## config.mk

```make
export PLATFORM = sky130hd
export DESIGN_NAME = rsa_modular_exponentiation_unit
export DESIGN_NICKNAME = d
export VERILOG_FILES = /design/src/hdl/rsa_mexp_pkg.sv /design/src/hdl/rsa_mexp_modmul.sv /design/src/hdl/rsa_mexp_seq.sv /design/src/hdl/rsa_modular_exponentiation_unit.sv
export SDC_FILE = /design/constraint.sdc
export NUM_CORES = 1
export LEC_CHECK = 0
export BUFFER_PORTS_ARGS = -buffer_cell sky130_fd_sc_hd__buf_2
export CORE_UTILIZATION = 59
export DETAILED_ROUTE_END_ITERATION = 7
export PLACE_DENSITY = 0.8
export RECOVER_POWER = 100
export SLEW_MARGIN = 10
export SYNTH_ARGS = -nofsm -noshare
export SYNTH_HDL_FRONTEND = slang
export SYNTH_SLANG_ARGS = --single-unit
```

## constraint.sdc

```tcl
create_clock -name clk -period 8.68 [get_ports clk]
set_clock_uncertainty 0.05 [all_clocks]
set_input_delay 1.736 -clock clk [delete_from_list [all_inputs] [get_ports clk]]
set_output_delay 1.736 -clock clk [all_outputs]
set_load 0.05 [all_outputs]
```

## src/hdl/rsa_mexp_pkg.sv

```systemverilog
// Shared types and constants of the RSA modular exponentiation unit.
package rsa_mexp_pkg;

  // Operation selector carried on the input tuser
  typedef enum logic [1:0] {
    FN_ENCRYPT = 2'd0,
    FN_DECRYPT = 2'd1,
    FN_SIGN    = 2'd2,
    FN_VERIFY  = 2'd3
  } func_t;

  // Register index, taken from paddr[3:2]
  typedef enum logic [1:0] {
    REG_MODULUS     = 2'd0,
    REG_PUBLIC_EXP  = 2'd1,
    REG_PRIVATE_EXP = 2'd2
  } reg_idx_t;

  // Exponentiation sequencer states
  typedef enum logic [3:0] {
    ST_IDLE,
    ST_RED_GO,
    ST_RED_WAIT,
    ST_BIT,
    ST_MUL_GO,
    ST_MUL_WAIT,
    ST_SQR_GO,
    ST_SQR_WAIT,
    ST_DONE
  } state_t;

  // Status of the shared modular multiplier
  typedef struct packed {
    logic busy;
    logic done;
  } mm_status_t;

  // Key built from primes 101 and 103 with e = 7
  localparam logic [31:0] RESET_MODULUS     = 32'd10403;
  localparam logic [31:0] RESET_PUBLIC_EXP  = 32'd7;
  localparam logic [31:0] RESET_PRIVATE_EXP = 32'd8743;

  localparam logic [7:0] BYTE_MASK = 8'hFF;

endpackage

```

## src/hdl/rsa_mexp_modmul.sv

```systemverilog
// Bit-serial interleaved modular multiplier: one multiplier bit per cycle.
module rsa_mexp_modmul #(
  parameter int WORD_BITS = 16
) (
  input  logic                         clk,
  input  logic                         rst,
  input  logic                         start,
  input  logic [WORD_BITS-1:0]         x,
  input  logic [WORD_BITS-1:0]         y,
  input  logic [WORD_BITS-1:0]         n,
  output rsa_mexp_pkg::mm_status_t     stat,
  output logic [WORD_BITS-1:0]         p
);

  localparam int CntW = $clog2(WORD_BITS);

  logic                 busy;
  logic                 done;
  logic [CntW-1:0]      cnt;
  logic [WORD_BITS-1:0] r;
  logic [WORD_BITS-1:0] x_q;
  logic [WORD_BITS-1:0] y_q;
  logic [WORD_BITS-1:0] n_q;

  logic [WORD_BITS:0]   n_ext;
  logic [WORD_BITS:0]   dbl;
  logic [WORD_BITS:0]   dbl_red;
  logic [WORD_BITS:0]   sum;
  logic [WORD_BITS:0]   sum_red;

  // One step: r = (2r + bit*x) mod n, with r and x below n
  always_comb begin
    n_ext   = {1'b0, n_q};
    dbl     = {r, 1'b0};
    dbl_red = (dbl >= n_ext) ? (dbl - n_ext) : dbl;
    sum     = dbl_red + (y_q[WORD_BITS-1] ? {1'b0, x_q} : '0);
    sum_red = (sum >= n_ext) ? (sum - n_ext) : sum;
  end

  // Control: busy while the counter runs down from WORD_BITS-1 to zero, then pulse done
  always_ff @(posedge clk) begin
    if (rst) begin
      busy <= 1'b0;
      done <= 1'b0;
      cnt  <= '0;
    end else begin
      done <= 1'b0;
      if (start && !busy) begin
        busy <= 1'b1;
        cnt  <= CntW'(WORD_BITS - 1);
      end else if (busy) begin
        if (cnt == '0) begin
          busy <= 1'b0;
          done <= 1'b1;
        end else begin
          cnt <= cnt - 1'b1;
        end
      end
    end
  end

  // Datapath: latch operands, scan multiplier from the top bit
  always_ff @(posedge clk) begin
    if (start && !busy) begin
      x_q <= x;
      y_q <= y;
      n_q <= n;
      r   <= '0;
    end else if (busy) begin
      r   <= sum_red[WORD_BITS-1:0];
      y_q <= {y_q[WORD_BITS-2:0], 1'b0};
    end
  end

  assign stat.busy = busy;
  assign stat.done = done;
  assign p         = r;

endmodule

```

## src/hdl/rsa_mexp_seq.sv

```systemverilog
// Square-and-multiply sequencer driving the shared modular multiplier.
module rsa_mexp_seq #(
  parameter int WORD_BITS = 16
) (
  input  logic                     clk,
  input  logic                     rst,
  input  logic                     in_valid,
  output logic                     in_ready,
  input  rsa_mexp_pkg::func_t      in_func,
  input  logic [WORD_BITS-1:0]     in_value,
  input  logic [WORD_BITS-1:0]     in_hash,
  input  logic [WORD_BITS-1:0]     modulus,
  input  logic [WORD_BITS-1:0]     public_exponent,
  input  logic [WORD_BITS-1:0]     private_exponent,
  output logic                     res_valid,
  input  logic                     res_ready,
  output logic [WORD_BITS-1:0]     res_word,
  output logic                     res_match,
  output logic                     mm_start,
  output logic [WORD_BITS-1:0]     mm_x,
  output logic [WORD_BITS-1:0]     mm_y,
  output logic [WORD_BITS-1:0]     mm_n,
  input  rsa_mexp_pkg::mm_status_t mm_stat,
  input  logic [WORD_BITS-1:0]     mm_p
);

  localparam int BitsW = $clog2(WORD_BITS + 1);

  rsa_mexp_pkg::state_t state;
  rsa_mexp_pkg::state_t state_next;

  rsa_mexp_pkg::func_t  func_q;
  logic [WORD_BITS-1:0] hash_q;
  logic [WORD_BITS-1:0] base;
  logic [WORD_BITS-1:0] acc;
  logic [WORD_BITS-1:0] expo;
  logic [BitsW-1:0]     bits_left;
  logic                 accept;
  logic                 small_mod;

  assign accept    = in_valid && in_ready;
  assign small_mod = modulus < WORD_BITS'(2);

  // State register
  always_ff @(posedge clk) begin
    if (rst) begin
      state <= rsa_mexp_pkg::ST_IDLE;
    end else begin
      state <= state_next;
    end
  end

  // Next state
  always_comb begin
    state_next = state;
    unique case (state)
      rsa_mexp_pkg::ST_IDLE: begin
        if (accept) begin
          state_next = small_mod ? rsa_mexp_pkg::ST_DONE : rsa_mexp_pkg::ST_RED_GO;
        end
      end
      rsa_mexp_pkg::ST_RED_GO:   state_next = rsa_mexp_pkg::ST_RED_WAIT;
      rsa_mexp_pkg::ST_RED_WAIT: begin
        if (mm_stat.done) state_next = rsa_mexp_pkg::ST_BIT;
      end
      rsa_mexp_pkg::ST_BIT: begin
        if (bits_left == '0) begin
          state_next = rsa_mexp_pkg::ST_DONE;
        end else if (expo[0]) begin
          state_next = rsa_mexp_pkg::ST_MUL_GO;
        end else begin
          state_next = rsa_mexp_pkg::ST_SQR_GO;
        end
      end
      rsa_mexp_pkg::ST_MUL_GO:   state_next = rsa_mexp_pkg::ST_MUL_WAIT;
      rsa_mexp_pkg::ST_MUL_WAIT: begin
        if (mm_stat.done) state_next = rsa_mexp_pkg::ST_SQR_GO;
      end
      rsa_mexp_pkg::ST_SQR_GO:   state_next = rsa_mexp_pkg::ST_SQR_WAIT;
      rsa_mexp_pkg::ST_SQR_WAIT: begin
        if (mm_stat.done) state_next = rsa_mexp_pkg::ST_BIT;
      end
      rsa_mexp_pkg::ST_DONE: begin
        if (res_ready) state_next = rsa_mexp_pkg::ST_IDLE;
      end
      default: state_next = rsa_mexp_pkg::ST_IDLE;
    endcase
  end

  // Outputs: handshakes and multiplier operands
  always_comb begin
    in_ready  = 1'b0;
    res_valid = 1'b0;
    mm_start  = 1'b0;
    mm_x      = base;
    mm_y      = base;
    unique case (state)
      rsa_mexp_pkg::ST_IDLE:   in_ready = 1'b1;
      rsa_mexp_pkg::ST_RED_GO: begin
        mm_start = 1'b1;
        mm_x     = WORD_BITS'(1);
      end
      rsa_mexp_pkg::ST_MUL_GO: begin
        mm_start = 1'b1;
        mm_x     = acc;
      end
      rsa_mexp_pkg::ST_SQR_GO: mm_start = 1'b1;
      rsa_mexp_pkg::ST_DONE:   res_valid = 1'b1;
      default: begin
        mm_start = 1'b0;
      end
    endcase
  end

  assign mm_n = modulus;

  // Datapath: load the item, then take back each product
  always_ff @(posedge clk) begin
    if (accept) begin
      func_q    <= in_func;
      hash_q    <= in_hash;
      bits_left <= BitsW'(WORD_BITS);
      acc       <= small_mod ? '0 : WORD_BITS'(1);
      unique case (in_func)
        rsa_mexp_pkg::FN_ENCRYPT: begin
          base <= in_value & WORD_BITS'(rsa_mexp_pkg::BYTE_MASK);
          expo <= public_exponent;
        end
        rsa_mexp_pkg::FN_DECRYPT: begin
          base <= in_value;
          expo <= private_exponent;
        end
        rsa_mexp_pkg::FN_SIGN: begin
          base <= in_hash;
          expo <= private_exponent;
        end
        default: begin
          base <= in_value;
          expo <= public_exponent;
        end
      endcase
    end else if (mm_stat.done) begin
      case (state)
        rsa_mexp_pkg::ST_RED_WAIT: base <= mm_p;
        rsa_mexp_pkg::ST_MUL_WAIT: acc  <= mm_p;
        rsa_mexp_pkg::ST_SQR_WAIT: begin
          base      <= mm_p;
          expo      <= expo >> 1;
          bits_left <= bits_left - 1'b1;
        end
        default: base <= base;
      endcase
    end
  end

  // Result formatting
  assign res_word  = (func_q == rsa_mexp_pkg::FN_DECRYPT)
                     ? (acc & WORD_BITS'(rsa_mexp_pkg::BYTE_MASK)) : acc;
  assign res_match = (func_q == rsa_mexp_pkg::FN_VERIFY) && (acc == hash_q);

  // Start the multiplier only when it is free
  a_start_free: assert property (@(posedge clk) disable iff (rst)
    mm_start |-> !mm_stat.busy)
    else $error("multiplier started while busy");

  // A finished product always lands in a waiting state
  a_done_waited: assert property (@(posedge clk) disable iff (rst)
    mm_stat.done |-> (state == rsa_mexp_pkg::ST_RED_WAIT ||
                      state == rsa_mexp_pkg::ST_MUL_WAIT ||
                      state == rsa_mexp_pkg::ST_SQR_WAIT))
    else $error("product finished with no step waiting");

  // Accumulator stays reduced between exponent bits
  a_acc_reduced: assert property (@(posedge clk) disable iff (rst)
    (state == rsa_mexp_pkg::ST_BIT) |-> (acc < modulus))
    else $error("accumulator not reduced modulo n");

endmodule

```

## src/hdl/rsa_modular_exponentiation_unit.sv

```systemverilog
// Top level of the RSA modular exponentiation unit: registers, sequencer, output stage.
//
// Usage:
//   Configuration goes through the APB-style port: modulus at 0x0, public exponent
//   at 0x4, private exponent at 0x8; pready is always high and reads return the
//   register. Write only while no item is in flight.
//   An input item (s_tuser = operation, s_tdata = value and hash word) is taken
//   when s_tvalid and s_tready are high; the block then works on it alone.
//   One result (m_tdata = result, then the match flag) follows each item.
// Cost of an item:
//   Every modular product runs on one shared bit-serial multiplier. An item costs
//   one reduction of the base, one square per bit of the exponent word and one
//   multiply per set exponent bit, plus a decision step per bit. A modulus below
//   two gives a result of 0.
// Reset and stalls:
//   rst loads the key of primes 101 and 103 (n = 10403, e = 7, d = 8743) and
//   empties the pipeline. The output register holds a result until m_tready;
//   the next item is taken meanwhile and waits in the sequencer once done.
module rsa_modular_exponentiation_unit #(
  parameter int WORD_BITS = 16
) (
  input  logic                                   clk,
  input  logic                                   rst,
  // APB-style configuration
  input  logic                                   psel,
  input  logic                                   penable,
  input  logic                                   pwrite,
  input  logic [3:0]                             paddr,
  input  logic [31:0]                            pwdata,
  output logic [31:0]                            prdata,
  output logic                                   pready,
  // Input items
  input  logic                                   s_tvalid,
  output logic                                   s_tready,
  // s_tdata: value, hash_word, zero padding
  input  logic [((2*WORD_BITS+7)/8)*8-1:0]       s_tdata,
  // s_tuser: func
  input  logic [1:0]                             s_tuser,
  // Result items
  output logic                                   m_tvalid,
  input  logic                                   m_tready,
  // m_tdata: result, match, zero padding
  output logic [((WORD_BITS+1+7)/8)*8-1:0]       m_tdata
);

  localparam int OutW = ((WORD_BITS + 1 + 7) / 8) * 8;

  logic [WORD_BITS-1:0] modulus;
  logic [WORD_BITS-1:0] public_exponent;
  logic [WORD_BITS-1:0] private_exponent;
  logic                 cfg_write;
  rsa_mexp_pkg::reg_idx_t cfg_idx;

  logic                 res_valid;
  logic                 res_ready;
  logic [WORD_BITS-1:0] res_word;
  logic                 res_match;

  logic                     mm_start;
  logic [WORD_BITS-1:0]     mm_x;
  logic [WORD_BITS-1:0]     mm_y;
  logic [WORD_BITS-1:0]     mm_n;
  logic [WORD_BITS-1:0]     mm_p;
  rsa_mexp_pkg::mm_status_t mm_stat;

  assign pready    = 1'b1;
  assign cfg_write = psel && penable && pwrite;
  assign cfg_idx   = rsa_mexp_pkg::reg_idx_t'(paddr[3:2]);

  // Configuration registers
  always_ff @(posedge clk) begin
    if (rst) begin
      modulus          <= rsa_mexp_pkg::RESET_MODULUS[WORD_BITS-1:0];
      public_exponent  <= rsa_mexp_pkg::RESET_PUBLIC_EXP[WORD_BITS-1:0];
      private_exponent <= rsa_mexp_pkg::RESET_PRIVATE_EXP[WORD_BITS-1:0];
    end else if (cfg_write) begin
      unique case (cfg_idx)
        rsa_mexp_pkg::REG_MODULUS:     modulus          <= pwdata[WORD_BITS-1:0];
        rsa_mexp_pkg::REG_PUBLIC_EXP:  public_exponent  <= pwdata[WORD_BITS-1:0];
        rsa_mexp_pkg::REG_PRIVATE_EXP: private_exponent <= pwdata[WORD_BITS-1:0];
        default: modulus <= modulus;
      endcase
    end
  end

  // Register read-back
  always_comb begin
    unique case (cfg_idx)
      rsa_mexp_pkg::REG_MODULUS:     prdata = 32'(modulus);
      rsa_mexp_pkg::REG_PUBLIC_EXP:  prdata = 32'(public_exponent);
      rsa_mexp_pkg::REG_PRIVATE_EXP: prdata = 32'(private_exponent);
      default:                       prdata = '0;
    endcase
  end

  rsa_mexp_seq #(
    .WORD_BITS (WORD_BITS)
  ) u_seq (
    .clk              (clk),
    .rst              (rst),
    .in_valid         (s_tvalid),
    .in_ready         (s_tready),
    .in_func          (rsa_mexp_pkg::func_t'(s_tuser)),
    .in_value         (s_tdata[WORD_BITS-1:0]),
    .in_hash          (s_tdata[2*WORD_BITS-1:WORD_BITS]),
    .modulus          (modulus),
    .public_exponent  (public_exponent),
    .private_exponent (private_exponent),
    .res_valid        (res_valid),
    .res_ready        (res_ready),
    .res_word         (res_word),
    .res_match        (res_match),
    .mm_start         (mm_start),
    .mm_x             (mm_x),
    .mm_y             (mm_y),
    .mm_n             (mm_n),
    .mm_stat          (mm_stat),
    .mm_p             (mm_p)
  );

  rsa_mexp_modmul #(
    .WORD_BITS (WORD_BITS)
  ) u_modmul (
    .clk   (clk),
    .rst   (rst),
    .start (mm_start),
    .x     (mm_x),
    .y     (mm_y),
    .n     (mm_n),
    .stat  (mm_stat),
    .p     (mm_p)
  );

  // Output register: load when empty or being drained
  assign res_ready = !m_tvalid || m_tready;

  always_ff @(posedge clk) begin
    if (rst) begin
      m_tvalid <= 1'b0;
    end else if (res_ready) begin
      m_tvalid <= res_valid;
    end
  end

  always_ff @(posedge clk) begin
    if (res_ready && res_valid) begin
      m_tdata <= OutW'({res_match, res_word});
    end
  end

endmodule
```

== Word level (Yosys, flattened, before mapping) ==
Index checks and enable logic that the tools add are counted.
Widths: inputs -> output; s select.

* Latch bits: 0
* RAM bits: 0
* Bits in registers: 211
* Output and inout port bits: 59
* Memories: 0
* Input bits: 77
* Memory bits (read-only): 0
* Logic and storage cells: 118

* Div/mod/pow operators: 0
* $mul: 0
* Bitwise gates (word level): 1
* Add/sub/neg operators: 5
* Muxes and demuxes: 37
* Equal/unequal tests: 20
* Magnitude comparators: 3
* Shift operators: 0
* Reduce and logical (&&, ||, !) cells: 32

{| class="wikitable"
|+ Operators with widths
! operator !! count
|-
| $mux 16 || 14
|-
| $pmux 16 s2 || 2
|-
| $pmux 16 s3 || 1
|-
| $mux 4 || 9
|-
| $ge 17x16->1 || 2
|-
| $pmux 4 s8 || 1
|-
| $add 17x16->17 || 1
|-
| $mux 17 || 1
|-
| $sub 17x16->17 || 1
|-
| $eq 16x16->1 || 1
|-
| $eq 4x3->1 const B || 4
|-
| $lt 16x2->1 const B || 1
|-
| $reduce_and 2->1 || 8
|-
| $sub 16x16->16 || 1
|-
| $reduce_bool 2->1 || 5
|-
| $eq 4x2->1 const B || 2
|-
| $logic_not 4->1 || 2
|-
| $mux 1 || 8
|-
| $ne 2x1->1 const B || 4
|-
| $eq 2x1->1 const B || 3
|-
| $eq 2x2->1 const B || 3
|-
| $logic_and 1x1->1 || 6
|-
| $reduce_or 3->1 || 2
|-
| $logic_not 5->1 || 1
|-
| 12 further kinds || 15
|}

== Logic depth before layout (Yosys ltp) ==
Gate-level depths: netlist (run 1).

* Word-level depth: 6
* Mapped depth: 29
* Mapped depth without buffers: 27

== Cells and area by module ==
Synthesis (run 1) repeated with hierarchy kept, for this count alone.

* Cells, all modules: 1154
* Area, all modules: 12129.1 um^2

{| class="wikitable"
|+ Modules (own cells, without submodules)
! module !! seq. area each (um^2) !! area an instance (um^2) !! times used !! cells an instance
|-
| rsa_mexp_modmul || 1881.8 || 5063.6 || 1 || 520
|-
| rsa_mexp_seq || 2162.1 || 4028.9 || 1 || 347
|-
| rsa_modular_exponentiation_unit || 1491.4 || 3036.7 || 1 || 287
|}

== Least setup slack after synthesis (run 1) ==
No wires, ideal clock.

* Path type: flip-flop to flip-flop
* Start: register u_modmul.n_q[6]
* End: register u_modmul.r[14] (netlist: u_modmul.p[14])
* Path buffers: 3
* Setup slack: 2.483 ns
* Arrival time: 6.030 ns
* Required time: 8.513 ns
* Clock period less this slack: 6.197 ns
* Stages on the path, launching flop included: 29
* Setup time: 0.117 ns
* Path through: edfxtp_1 inv_1 ha_1 a21o_1 a2111oi_0 nand4_1 nand4_1 a211oi_1 nor3_1 clkbuf_1 clkbuf_1 nor2_1 ha_1 a21o_1 a221oi_1 a21oi_1 o31a_1 nor3_1 nor2_1 xor2_1 ha_1 and3_1 and3_1 o41ai_1 a31oi_1 o22a_1 buf_1 or4_1 a32o_1

* Word-level cells in the longest chain between the ends: 5
* Elaborated cells on any way between the ends: 7
* Those cells by class: add/sub: 3; order compare: 2; mux: 2

{| class="wikitable"
|+ RTL lines
! element !! RTL line !! source
|-
| from (decl) || rsa_mexp_modmul.sv:23 || <nowiki>logic [WORD_BITS-1:0] n_q;</nowiki>
|-
| from (signal assigned) || rsa_mexp_modmul.sv:67 || <nowiki>n_q <= n;</nowiki>
|-
| $sub 17x16->17 / $ge 17x16->1 (equally long branches) || rsa_mexp_modmul.sv:35 || <nowiki>dbl_red = (dbl >= n_ext) ? (dbl - n_ext) : dbl;</nowiki>
|-
| $mux 17 || rsa_mexp_modmul.sv:35 ||
|-
| $add 17x16->17 || rsa_mexp_modmul.sv:36 || <nowiki>sum = dbl_red + (y_q[WORD_BITS-1] ? {1'b0, x_q} : '0);</nowiki>
|-
| $sub 16x16->16 / $ge 17x16->1 (equally long branches) || rsa_mexp_modmul.sv:37 || <nowiki>sum_red = (sum >= n_ext) ? (sum - n_ext) : sum;</nowiki>
|-
| $mux 16 * || rsa_mexp_modmul.sv:37 ||
|-
| to (signal assigned) || rsa_mexp_modmul.sv:70 || <nowiki>r <= sum_red[WORD_BITS-1:0];</nowiki>
|-
| to (decl) || rsa_mexp_modmul.sv:20 || <nowiki>logic [WORD_BITS-1:0] r;</nowiki>
|}

Mark *: on every way between the ends. The rest lies on a longest branch, timed or not.
A chain may end at the register's enable or synchronous reset.

== Worst setup path in the final report (run 1) ==
* Start: register u_modmul.n_q[6]
* End: register u_modmul.r[8] (netlist: u_modmul.p[8])

The elaborated chain is that of the path after synthesis.

==> impl_metrics.py, run 1 <==
metrics = {
    "logic_synthesis": {
        "synth-seq-cells": 211,
        "synth_cell_type_count": 64,
        "synth_edf_count": 131,
        "avgSynthCellArea_sq_um": 9.73,
        "synth-seq-area-share": 0.472,
        "async_reset_ff_frac": 0,
        "syn_area_sq_mm": 0.0117,
        "syn-instance-count": 1206,
        "synth-main-ff-cell": "edfxtp_1",
        "yosysWarnings": 0,
    },
    "pwr": {
        "power.density_mw_per_mm2": 330,
        "p_leak_nw": 5.09,
        "finalPower_mw": 4.27,
        "ir_drop_mv": 0.217,
    },
    "clock_tree": {
        "clockBufferDepth": 3,
        "cts_tree": "done",
        "cts_setup_buffers": 0,
        "clock_sinks": 211,
        "cts.clk_slew.worst_paths_ps": 60,
        "clk-insertion-delay-late_ps": 530,
        "cts_hold_buffers": 0,
        "cts_buffers": 22,
        "root_buffer": "clkbuf_16",
        "post_cts_resized": 0,
        "h-tree-depth": 1,
    },
    "setup_path": {
        "critPathCapture": "u_modmul.p[8]$_SDFFE_PP0P_",
        "crit_type": "register to register",
        "arrival_ps": 7800,
        "cp-end-kind": "register",
        "cp_slowest_cell": "nor3_2",
        "r2r_start": "u_modmul.n_q[6]$_DFFE_PP_",
        "cp-start-kind": "register",
        "critPathMaxStageDelay_ps": 660,
        "worstSetupStartpoint": "u_modmul.n_q[6]$_DFFE_PP_",
        "crit_top_cell": "ha_1",
        "r2r-end": "u_modmul.p[8]$_SDFFE_PP0P_",
        "path_max_fanout": 30,
        "reg2regPathDepth": 26,
        "cp.required_ps": 8970,
        "rrSetupSlack_ps": 1170,
    },
    "global_route": {
        "antenna_found_initial": 0,
        "grt_pass1_vias": 8577,
        "grt_max_degree": 66,
        "grt_overflow": 0,
        "grt_pass1_wl_microns": 44800,
        "grt.total_usage": 0.282,
    },
    "floorplan": {
        "core_sq_mm": 0.0195,
        "die-area_sq_mm": 0.0205,
        "die_x_microns": 143,
        "die-height_microns": 143,
        "num_io_pins": 136,
        "initial_core_util": 0.603,
        "fp-row-count": 51,
    },
    "outcome": {
        "violations": "capacitance limit, slew limit",
        "status": "finished with violations",
    },
    "min_path": {
        "hold_path.class": "register to register",
        "hold_start": "public_exponent[10]$_SDFFE_PP0P_",
    },
    "timing": {
        "drv_slew": 179,
        "fin_crit_sh": 0.865,
        "max_freq_mhz": 133,
        "rsz0062_at_grt": "false",
        "period_needed_ps": 7510,
        "setup-tns-final_ps": 0,
        "hold_viol_final": 0,
        "tightest_slew_ps": 2750,
        "setup-violations-final": 0,
        "slew_headroom": -0.836,
    },
    "route": {
        "num_vias": 9299,
        "drc": 0,
        "wire_per_inst_microns": 18.3,
        "detail_route.first_pass.iterations": 5,
        "drtAntennaViolNets": 0,
        "drt_iter0_drc": 677,
        "via_per_inst": 6.00,
        "routed_wirelength_microns": 28300,
    },
    "place": {
        "io_buffers": 93,
        "finalWeightedCongestion": 0.903,
        "hpwl_microns": 20000,
    },
    "final_layout": {
        "finalNetCount": 1402,
        "layout-drive-gt1-share": 0.0786,
        "areaGrowthSynthToFinish_pct": 10.3,
        "largest_register_ffs": 17,
        "largest-register": "m_tdata",
        "diodes": 0,
    },
    "flow_run": {
        "drv_cap": 5,
    },
}
worst max-delay path, delay by kind of cell, from the launching register on:
| kind | cells | cell delay, ps |
|---|---|---|
| flops | 1 | 380 |
| buf+inv | 2 | 380 |
| xor+xnor | 1 | 280 |
| simple gates | 8 | 2080 |
| compound gates | 11 | 2830 |
| mux | 1 | 390 |
| fa+ha+maj | 3 | 920 |
worst min-delay path by stage:
| stage | to | cells past startpoint |
|---|---|---|
| 2_1_floorplan | u_modmul.n_q[0]$_DFFE_PP_ | 0 |
| 3_3_place_gp | public_exponent[9]$_SDFFE_PP0P_ | 2 |
| 3_5_place_dp | public_exponent[9]$_SDFFE_PP0P_ | 2 |
| 4_1_cts | public_exponent[9]$_SDFFE_PP0P_ | 2 |
| 5_1_grt | public_exponent[8]$_SDFFE_PP0P_ | 2 |
| 6_report | public_exponent[10]$_SDFFE_PP0P_ | 2 |
layout make-up:
| class | count | area (sq um) |
|---|---|---|
| flip-flops and latches | 211 | 5540 |
| inverters | 51 | 191 |
| clock buffers | 29 | 598 |
| fillers | 1579 | 6520 |
| clock inverters | 11 | 154 |
| well taps | 265 | 332 |
| multi-input cells | 880 | 5680 |
| repair buffers | 103 | 453 |
cells in the final DEF, fill, tap and decap left out, types with 7 or more instances in the layout:
cell	Yosys	final
nand2_1	174	174
a311o_1	7	7
o31ai_1	9	9
dfxtp_1	80	80
a31oi_1	12	12
nor3_1	24	22
and2_0	0	21
o21ai_0	58	58
mux2_2	17	16
nand3b_1	18	18
edfxtp_1	131	131
o21bai_1	18	18
a21oi_1	69	69
and3_1	12	12
nor2_1	62	62
conb_1	2	24
nor4_1	14	14
a22o_1	15	15
buf_2	1	44
a21o_1	16	16
nand2b_1	9	9
xor2_1	20	20
mux2i_1	35	35
nand4_1	16	16
clkbuf_1	55	62
nand3_1	23	23
nor2b_1	11	11
and2_1	39	18
inv_1	50	50
ha_1	53	53
a311oi_1	9	9
clkbuf_16	0	23
a22oi_1	13	13
xnor2_1	36	36
a211oi_1	9	9
kinds of logic (layout without fill, tap and decap cells):
kind of cell	after synthesis	in the layout	share of synthesized area
AOI/OAI and AO/OA	273	273	0.154
xor gates and xnor gates	56	56	0.0418
adders and majority gates	56	56	0.0616
buffers and inverters	137	194	0.0522
DFF	211	211	0.472
muxes	52	52	0.0462
other	2	24	0.000640
and+or+nand+nor	419	419	0.172
metrics by stage:
| stage | hold WS [ps] | worst slack, ps | utilization | std cells | instance area [sq um] |
|---|---|---|---|---|---|
| 3_3_place_gp | 405 | 1580 | 0.632 | 1510 | 12300 |
| 3_5_place_dp | 414 | 1420 | 0.632 | 1510 | 12300 |
| 2_1_floorplan | 379 | 2480 | - | 1228 | 11800 |
| 5_1_grt | 443 | 658 | 0.665 | 1550 | 12900 |
| 6_report | 422 | 1170 | 0.665 | 1550 | 12900 |
| 4_1_cts | 424 | 1350 | 0.670 | 1550 | 13000 |
metal layers:
| metal | wire length [microns] | vias to the layer above | track usage |
|---|---|---|---|
| met3 | 1560 | 49 | 0.0325 |
| met4 | 593 | 0 | 0.0792 |
| met1 | 11900 | 4475 | 0.367 |
| met2 | 14300 | 330 | 0.493 |
| met5 | 0 | - | 0 |
| li1 | - | 4445 | - |
power breakdown:
group | internal [mW] | leakage, nW | switching [mW]
Sequential | 1.24 | 1.88 | 0.0987
Combinational | 0.757 | 2.85 | 1.21
Clock | 0.579 | 0.363 | 0.389
synth_stat cells (7+ instances only):
library cell	count	area share
mux2i_1	35	0.030
nand2_1	174	0.056
o21ai_0	58	0.025
xnor2_1	36	0.027
and3_1	12	0.0064
nand2b_1	9	0.0048
nor2b_1	11	0.0059
dfxtp_1	80	0.14
clkbuf_1	55	0.018
nand3_1	23	0.0098
a22oi_1	13	0.0083
a311oi_1	9	0.0067
nor4_1	14	0.0075
buf_4	24	0.015
mux2_2	17	0.016
nand3b_1	18	0.012
a211oi_1	9	0.0058
a21oi_1	69	0.029
ha_1	53	0.056
a31oi_1	12	0.0064
nand4_1	16	0.0085
a311o_1	7	0.0060
nor3_1	24	0.010
a21o_1	16	0.010
o21bai_1	18	0.012
nor2_1	62	0.020
o31ai_1	9	0.0058
and2_1	39	0.021
inv_1	50	0.016
xor2_1	20	0.015
a22o_1	15	0.011
edfxtp_1	131	0.34
Note: power is estimated with default switching activity, not from simulation.
==> run 2, diff against run 1 <==
--- a/config.mk
+++ b/config.mk
@@ -5,10 +5,11 @@
 export SDC_FILE = /design/constraint.sdc
 export NUM_CORES = 1
 export LEC_CHECK = 0
+export ABC_AREA = 1
 export BUFFER_PORTS_ARGS = -buffer_cell sky130_fd_sc_hd__buf_2
-export CORE_UTILIZATION = 59
+export CORE_UTILIZATION = 28
 export DETAILED_ROUTE_END_ITERATION = 7
-export PLACE_DENSITY = 0.8
+export MAX_ROUTING_LAYER = met4
 export RECOVER_POWER = 100
 export SLEW_MARGIN = 10
 export SYNTH_ARGS = -nofsm -noshare
==> run 2 against run 1 <==
  * The flow still finishes with violations (capacitance limit, slew limit)
  * Core utilization is 34 points lower
  * Maximum frequency up 10%
  * Count of clock-buffer cells in the layout did not move
  * Clock power grew 1%
  * Non-clock buffer count is 3 lower
  * Critical path depth is 5 higher
  * Worst setup slack gained 710 ps
  * Synthesized area is 2.0% higher
  * Power up 36%
==> impl_metrics.py, run 2 <==
metrics = {
    "final_layout": {
        "layout-drive-gt1-share": 0.0746,
        "finalNetCount": 1699,
        "final_common_cell": "nand2_1",
        "utilization": 0.322,
        "final_cell_mix": "nand2_1, inv_1, o21ai_0",
        "areaGrowthSynthToFinish_pct": 13.0,
        "largest-register": "m_tdata",
        "diodes": 0,
        "largest_register_ffs": 17,
    },
    "setup_path": {
        "crit_type": "register to register",
        "arrival_ps": 7150,
        "critPathMaxStageDelay_ps": 830,
        "cp-end-kind": "register",
        "crit_family": "simple AND/OR/NAND/NOR gates",
        "r2r-end": "u_modmul.p[11]$_SDFFE_PP0P_",
        "crit_top_cell": "nand2_1",
        "cp-start-kind": "register",
        "r2r_start": "u_modmul.n_q[1]$_DFFE_PP_",
        "cp.required_ps": 9030,
        "critical_path_buf_inv_count": 4,
        "rrSetupSlack_ps": 1880,
        "worstSetupStartpoint": "u_modmul.n_q[1]$_DFFE_PP_",
        "path_max_fanout": 26,
        "critPathCapture": "u_modmul.p[11]$_SDFFE_PP0P_",
        "reg2regPathDepth": 31,
        "cp_slowest_cell": "nand3_1",
        "cp_num_cells": 31,
    },
    "outcome": {
        "status": "finished with violations",
        "violations": "capacitance limit, slew limit",
    },
    "route": {
        "drtAntennaViolNets": 0,
        "num_vias": 9992,
        "top_layer_used": "met4",
        "drc": 0,
        "routed_wirelength_microns": 31100,
        "wire_per_inst_microns": 14.7,
        "wl_met1_microns": 15000,
        "drt_iter0_drc": 659,
        "dr_wl_met2_microns": 13900,
        "detail_route.first_pass.iterations": 5,
        "dr_wl_met3_microns": 1680,
        "via_per_inst": 4.71,
    },
    "clock_tree": {
        "root_buffer": "clkbuf_16",
        "h-tree-depth": 1,
        "cts_tree": "done",
        "clk-insertion-delay-late_ps": 510,
        "cts_hold_buffers": 0,
        "clock_sinks": 211,
        "cts_setup_buffers": 0,
        "post_cts_resized": 0,
        "cts_buffers": 22,
        "clockBufferDepth": 3,
        "cts.clk_slew.worst_paths_ps": 70,
    },
    "logic_synthesis": {
        "synth_area_leaders": "edfxtp_1, dfxtp_1, nand2_1, inv_1, o21ai_0",
        "yosysWarnings": 0,
        "netlist_top_cells_count": "nand2_1, inv_1, o21ai_0, edfxtp_1, nor2_1",
        "yosysTopAreaCell": "edfxtp_1",
        "synth-main-ff-cell": "edfxtp_1",
        "syn-instance-count": 1484,
        "synth-seq-area-share": 0.462,
        "synth-seq-cells": 211,
        "synth_cell_type_count": 52,
        "yosysTopAreaCellShare": 0.328,
        "synth_edf_count": 131,
        "yosysMostFrequentCell": "nand2_1",
        "async_reset_ff_frac": 0,
        "syn_area_sq_mm": 0.0120,
        "avgSynthCellArea_sq_um": 8.07,
    },
    "global_route": {
        "grt.total_usage": 0.146,
        "grt_pass1_wl_microns": 50000,
        "grt_max_degree": 53,
        "grt_overflow": 0,
        "antenna_found_initial": 0,
        "grt_pass1_vias": 9371,
    },
    "floorplan": {
        "die-area_sq_mm": 0.0436,
        "core_sq_mm": 0.0420,
        "fp-row-count": 75,
        "initial_core_util": 0.285,
        "die-height_microns": 209,
        "num_io_pins": 136,
        "die_x_microns": 209,
    },
    "timing": {
        "setup-violations-final": 0,
        "slew_headroom": -0.561,
        "fin_crit_sh": 0.784,
        "max_freq_mhz": 147,
        "rsz0062_at_grt": "false",
        "period_needed_ps": 6800,
        "drv_slew": 136,
        "setup_ws_ps": 1880,
        "setup-tns-final_ps": 0,
        "tightest_slew_ps": 2340,
        "hold_viol_final": 0,
    },
    "place": {
        "dp_slack_ps": 2580,
        "finalWeightedCongestion": 0.931,
        "hpwl_microns": 23900,
        "io_buffers": 93,
    },
    "pwr": {
        "power.density_mw_per_mm2": 429,
        "p_leak_nw": 6.11,
        "ir_drop_mv": 0.218,
    },
    "min_path": {
        "hold_path.class": "register to register",
        "hold_start": "u_seq.acc[3]$_SDFFCE_PP0P_",
    },
    "flow_run": {
        "drv_cap": 3,
    },
}
[run 2: cell count changes after synthesis, sizes merged, moves of 16 or more]
cell | previous run | this run
nand2 | 174 | 403
inv | 50 | 224
o21ai | 58 | 143
nor2 | 62 | 105
and2 | 39 | 1
mux2i | 35 | 0
nand3 | 23 | 50
xnor2 | 36 | 15
clkbuf | 55 | 35
nor3 | 25 | 7
mux2 | 17 | 0
a21o | 17 | 1
[run 2: worst min-delay path by stage]
| stage | slack (ps) | depth (start not counted) | endpoint |
|---|---|---|---|
| after detailed placement | 380 | 0 | m_tdata[3]$_DFFE_PP_ |
| after global routing | 410 | 0 | m_tdata[3]$_DFFE_PP_ |
| after global placement | 380 | 0 | m_tdata[3]$_DFFE_PP_ |
| after floorplan | 380 | 0 | m_tdata[3]$_DFFE_PP_ |
| final | 400 | 0 | m_tdata[3]$_DFFE_PP_ |
| after CTS | 400 | 0 | m_tdata[3]$_DFFE_PP_ |
[run 2: layout make-up]
class	instances	area, sq um
repair buffers	100	435
flip-flops and latches	211	5540
clock buffers	29	607
fillers	4478	28500
well taps	539	674
multi-input cells	1005	5290
inverters	226	848
clock inverters	11	145
[run 2: cell families (layout without fill, tap and decap cells)]
logic type	count (synthesis)	after routing	share of synthesized area
AO/OA/AOI/OAI	292	292	0.141
other	2	24	0.000627
adder cells (fa/ha/maj)	56	56	0.0604
flip-flops	211	211	0.462
XOR/XNOR	40	40	0.0293
buffers and inverters	290	366	0.0998
AND/OR/NAND/NOR	593	593	0.207
[run 2: power breakdown]
group	internal [mW]	total (mW)	leakage [nW]	switching, mW
clock	0.584	0.982	0.363	0.398
combinational	1.07	3.24	3.86	2.17
sequential	1.44	1.58	1.89	0.141
[run 2: per-stage QoR]
step,cell area (sq um),std cells,total power [mW],hold slack (ps)
finish,13500,2121,5.81,399
global route,13500,2121,6.31,406
CTS,13700,2121,5.85,399
detailed placement,12900,2081,4.85,384
global placement,12900,2081,4.80,380
floorplan,12100,1506,4.10,376
[run 2: routing by layer]
layer  vias up  GRT usage
met5         -          -
met4         0     0.0319
met3        37     0.0246
met2       274      0.220
met1      4679      0.204
li1       5002          -
[run 2: worst reg2reg max path: cells and delay by family (launching register included)]
kind,cells,cell delay (ps)
xor gates and xnor gates,1,280
AOI/OAI and AO/OA,5,1100
adders and majority gates,5,1390
and+or+nand+nor,16,3060
buffers and inverters,4,490
DFF,1,320
